## config.mk

```make
export PLATFORM = sky130hd
export DESIGN_NAME = mqbrb_ptr_store
export DESIGN_NICKNAME = d
export VERILOG_FILES = /design/src/hw/rtl/mqbrb_pkg.sv /design/src/hw/rtl/mqbrb_ptr_store.sv
export SDC_FILE = /design/constraint.sdc
export NUM_CORES = 1
export LEC_CHECK = 0
export BUFFER_PORTS_ARGS = -buffer_cell sky130_fd_sc_hd__buf_2
export CAP_MARGIN = 5
export CORE_MARGIN = 3
export CORE_UTILIZATION = 48
export DETAILED_ROUTE_END_ITERATION = 10
export GPL_TIMING_DRIVEN = 0
export HOLD_SLACK_MARGIN = 0.03
export PLACE_DENSITY = 0.68
export SYNTH_ARGS = -nofsm -noshare
export SYNTH_HDL_FRONTEND = slang
export SYNTH_SLANG_ARGS = --single-unit
```

## constraint.sdc

```tcl
create_clock -name clk -period 2.72 [get_ports clk]
set_clock_uncertainty 0.15 [all_clocks]
set_input_delay 0 -clock clk [delete_from_list [all_inputs] [get_ports clk]]
set_output_delay 0 -clock clk [all_outputs]
set_load 0.01 [all_outputs]
```

## src/hw/rtl/mqbrb_pkg.sv

```systemverilog
package mqbrb_pkg;

  // default sizing of the bank
  localparam int NUM_QUEUES_DEF = 4;
  localparam int DEPTH_DEF      = 512;

  // fixed field widths
  localparam int QID_W  = 2;
  localparam int DATA_W = 8;
  localparam int FREE_W = 9;

  // operation codes
  localparam logic FUNC_ENQ = 1'b0;
  localparam logic FUNC_DEQ = 1'b1;

  typedef logic [DATA_W-1:0] byte_t;

endpackage

```

## src/hw/rtl/mqbrb_ptr_store.sv

```systemverilog
module mqbrb_ptr_store #(
  parameter int NUM_QUEUES = mqbrb_pkg::NUM_QUEUES_DEF,
  parameter int PW         = 9,
  parameter int QW         = 2
) (
  input  logic          clk,
  input  logic          rst_n,
  input  logic          re,
  input  logic [QW-1:0] raddr,
  input  logic          we,
  input  logic [QW-1:0] waddr,
  input  logic [PW-1:0] whead,
  input  logic [PW-1:0] wtail,
  output logic [PW-1:0] rhead,
  output logic [PW-1:0] rtail
);

  logic [2*PW-1:0]       mem [NUM_QUEUES];
  logic [NUM_QUEUES-1:0] valid_r;
  logic [2*PW-1:0]       rdata_r;
  logic                  rvalid_r;

  // pointer pair memory, head in the upper half
  always_ff @(posedge clk) begin
    if (we) begin
      mem[waddr] <= {whead, wtail};
    end
    if (re) begin
      rdata_r <= mem[raddr];
    end
  end

  // per-queue written flags stand in for the reset of the pointers
  always_ff @(posedge clk) begin
    if (!rst_n) begin
      valid_r  <= '0;
      rvalid_r <= 1'b0;
    end else begin
      if (we) begin
        valid_r[waddr] <= 1'b1;
      end
      if (re) begin
        rvalid_r <= valid_r[raddr];
      end
    end
  end

  // a queue never written reads as both pointers at zero
  assign rhead = rvalid_r ? rdata_r[2*PW-1:PW] : '0;
  assign rtail = rvalid_r ? rdata_r[PW-1:0]    : '0;

endmodule

```

=== Word level (Yosys, flattened, before mapping) ===
Memory sizes are Yosys's and may differ from the RTL's. A register that Yosys moved wholly into a read port is not among the register bits.
Index checks and enable logic that the tools add are counted.

* Register bits: 5
* Memory bits (writable): 72
* Memories kept: 1

{| class="wikitable"
|+ Memories
! name !! words !! width !! read ports !! clocked after Yosys merged registers in !! write ports !! line !! RTL
|-
| mem || 4 || 18 || 1 || 1 || 1 || mqbrb_ptr_store.sv:18 || <nowiki>logic [2*PW-1:0] mem [NUM_QUEUES];</nowiki>
|}

* Reduce and logical (&&, ||, !) cells: 1
* Mux-type cells: 8
* Bitwise operators: 1
* $lt $le $gt $ge: 3

{| class="wikitable"
|+ Operators by type and width
! cell !! count
|-
| $mux W9 || 2
|-
| $lt A2 B3 Y1 const B || 2
|-
| $mux W1 || 4
|-
| $or A4 B4 Y4 || 1
|-
| $bmux W1 S2 || 1
|-
| $demux W1 S2 || 1
|-
| $ge A2 B1 Y1 const B || 1
|-
| $logic_and A1 B1 Y1 || 1
|}

=== Longest topological paths before layout ===
* Depth after elaboration: 5
* Gate-level depth with buffers: 3
* Mapped depth without buffers: 2

=== Least setup slack after synthesis ===
Ideal clock, no wire load.

* Path kind: input to register
* From: in waddr[1]
* To: mem mem[0][0] (netlist name), enable pin
* Arrival: 1.451 ns
* Path slack: 0.696 ns
* Cell stages on the path: 1
* Cell sequence: nor3b_1

{| class="wikitable"
|+ RTL lines
! item !! line !! RTL
|-
| start, declared || mqbrb_ptr_store.sv:11 || <nowiki>input logic [QW-1:0] waddr,</nowiki>
|-
| end, declared || mqbrb_ptr_store.sv:18 ||
|}

Straight into the memory's write port.

=== Final worst setup path ===
* From: in waddr[1]
* To: mem mem[0][10] (netlist name), enable pin

Straight into the memory's write port.

==> impl_results.md <==
- Status: finished clean
- Initial DRC count: 106
- Ports: 44
- Mapped Area: 0.003467 mm2
- Port Buffers: 41
- Total grt overflow: 0
- Initial antenna violation count: 0
- Placed Instances: 288
- Worst slew pin tran: 1.014 ns
- Cell Rows: 30
- Multi-input logic area: 633.1 um2
- Vias per cell: 5.027
- Setup crit end: mem[0][10]
- Avg WL per Cell: 17.27 um
- Clock Sinks: 95
- Largest net degree at the start of global routing: 22
- Worst Path Class, Setup: input port to flop
- Mapped Nets: 176
- H-Tree Depth: 3
- FMAX: 493.9 MHz
- Vias in the first global route: 1829
- Total GRT Usage: 14.76%
- Antenna Cells: 0
- Worst vdd ir: 305.5 uV
- Period Utilization, post-route: 74.44%
- Clk_lat worst skew: 0.34 ns
- Die X: 90.99 um
- Area grow syn2layout: 21.91%
- Worst setup margin: 0.6951 ns
- Most common cell type on the critical path: dlygate4sd3_1
- Worst setup path start: waddr[1]
- Drt drc: 0
- Max Cap Viol: 0
- Die ar.: 0.008279 mm2
- Unrepaired setup endpoints after global routing: false
- Die extent in y: 90.99 um
- DRT Pass-1 Iters: 4
- Drt total wl: 5681 um
- Hold Slack: 0.04748 ns
- Synth Register Bits: 95
- # setup viols final: 0
- Static Leak: 1.511 nW
- CTS clk-pin slew, worst paths: 0.09 ns
- Rel. slew slack: 32.41%
- R2R depth: 3
- Worst path slowest cell: dlygate4sd3_1
- Fillers: 519
- Final cell count without fillers: 329
- Vias after detailed routing: 1654
- Crit. End Element: flop
- Slew Limit Fails: 0
- Share of cells above drive strength 1: 33.91%
- Placed instance area: 0.003812 mm2
- First-pass GRT wire length: 9142 um
- NumNets Final: 254
- Synth Instances: 150
- Largest delay share family, worst path: buffers and inverters
- CP Launch Type: input port
- Final ANT Viol Nets: 0
- Place WS: 1.101 ns
- Hold Crit Class: input port to flop
- Mean Syn Cell Area: 23.11 um2
- Num CTS Buffers: 9
- Crit path buf inv count: 3
- Clock Root Buffer: clkbuf_8
- CP peak stage delay: 0.92 ns
- Post-CTS repair timing setup buffer count: 0
- Final instance area: 0.004227 mm2
- Worst flop-to-flop path endpoint: rvalid_r
- CORE AREA: 0.006907 mm2
- Detailed placer's ending HPWL: 3468 um
- WP depth: 4
- Worst reg2reg startpoint: rvalid_r
- Starting density of the core: 50.20%
- Power Density: 626.6 mW/mm2
- Final period demand of the worst path: 2.025 ns
- Synth warnings: 0
- Worst EP arrival: 1.86 ns
- Synth unique cells: 15
- R2r setup slk: 1.21 ns
- Gp weighted congestion: 0.7117
- Worst-path maximum fanout: 9
- CP required: 2.56 ns
- Utilization after layout: 61.20%
- CTS tree: done
- Storage cell area: 0.002803 mm2
- Hold Violations, Final: 0
- Max clock buf depth: 2
- Critical path cell sequence: dlygate4sd3_1 > buf_2 > nor3b_2 > dlygate4sd3_1
- Sequential fraction of the synthesis area: 80.84%
repair_timing:
item / 4_1_cts / 5_1_grt
resized for setup: 0 / 0
hold buffers: 25 / 0
endpoints found under the hold margin: 121 / 0
cell usage in the layout, fill, tap and decap left out, types with 3 or more instances in the layout:
master	netlist	layout
buf_2	2	43
and2_1	18	18
edfxtp_1	90	90
o21a_1	4	4
clkbuf_8	0	9
clkinv_2	0	3
dfxtp_1	5	5
dlygate4sd3_1	0	25
mux4_2	18	18
registers in the layout, summed over array words and instances (netlist names):
name / flops
mem: 72
rdata_r: 18
rvalid_r: 1
valid_r: 4
per-stage QoR:
stage | power [mW] | TNS, ns
global placement | 1.868 | -7.090
floorplan | 1.815 | 0
finish | 2.648 | 0
detailed placement | 1.884 | 0
global route | 2.750 | 0
CTS | 2.674 | 0
how the worst min path moves through the flow:
stage | to | slack (ns) | depth (start not counted) | from
after floorplan | mem[0][0] | -0.05 | 0 | wtail[0]
after CTS | rdata_r[2] | 0.04 | 2 | raddr[1]
final | rdata_r[15] | 0.05 | 2 | raddr[1]
after global placement | mem[2][2] | 0.06 | 1 | wtail[2]
after global routing | rdata_r[11] | 0.05 | 2 | raddr[1]
after detailed placement | mem[1][1] | 0.06 | 1 | wtail[1]
layer usage:
layer,wire [um],track usage (%),share of wire (%)
met5,0,0,0
met4,97,8.040,1.7
met3,277,2.900,4.9
met2,2998,25.20,53
met1,2308,17.63,41
worst reg2reg max path: stages, from the launching register on:
cell,delay (ns)
dfxtp_1,0.53
nand3b_1,0.13
o221ai_1,0.09
dlygate4sd3_1,0.57
synth_stat cells, drive strengths merged:
cell | n | area share (%)
edfxtp | 90 | 78
and2 | 18 | 3.2
mux4 | 18 | 12
dfxtp | 5 | 2.9
buf | 4 | 0.94
o21a | 4 | 0.87
and3b | 2 | 0.51
mux2i | 2 | 0.58
nand3b | 2 | 0.43
and3 | 1 | 0.18
clkbuf | 1 | 0.11
nand3 | 1 | 0.14
nor3b | 1 | 0.22
o221ai | 1 | 0.25
cells by family (layout without fill, tap and decap cells):
group	Yosys count	in the layout	synth area share (%)
flops	95	95	80.84
buf+inv	5	88	1.046
compound gates	5	5	1.119
mux	20	20	12.27
simple gates	25	25	4.728
power breakdown:
group | switching [mW] | internal, mW | leakage, nW | total [mW]
clock network | 0.450 | 0.324 | 0.0878 | 0.774
registers | 0.0191 | 1.69 | 0.878 | 1.71
logic | 0.0772 | 0.0910 | 0.545 | 0.168
total | 0.546 | 2.10 | 1.51 | 2.65
area by class of cell:
class	count	area share [%]
buffer	5	0.8585
tap	96	2.842
sequential	95	66.31
clock buffer	9	2.931
multi-input combinational	50	14.98
clock inverter	7	0.9473
timing repair buffer	67	11.13
Power figures use the tool's default switching activity.
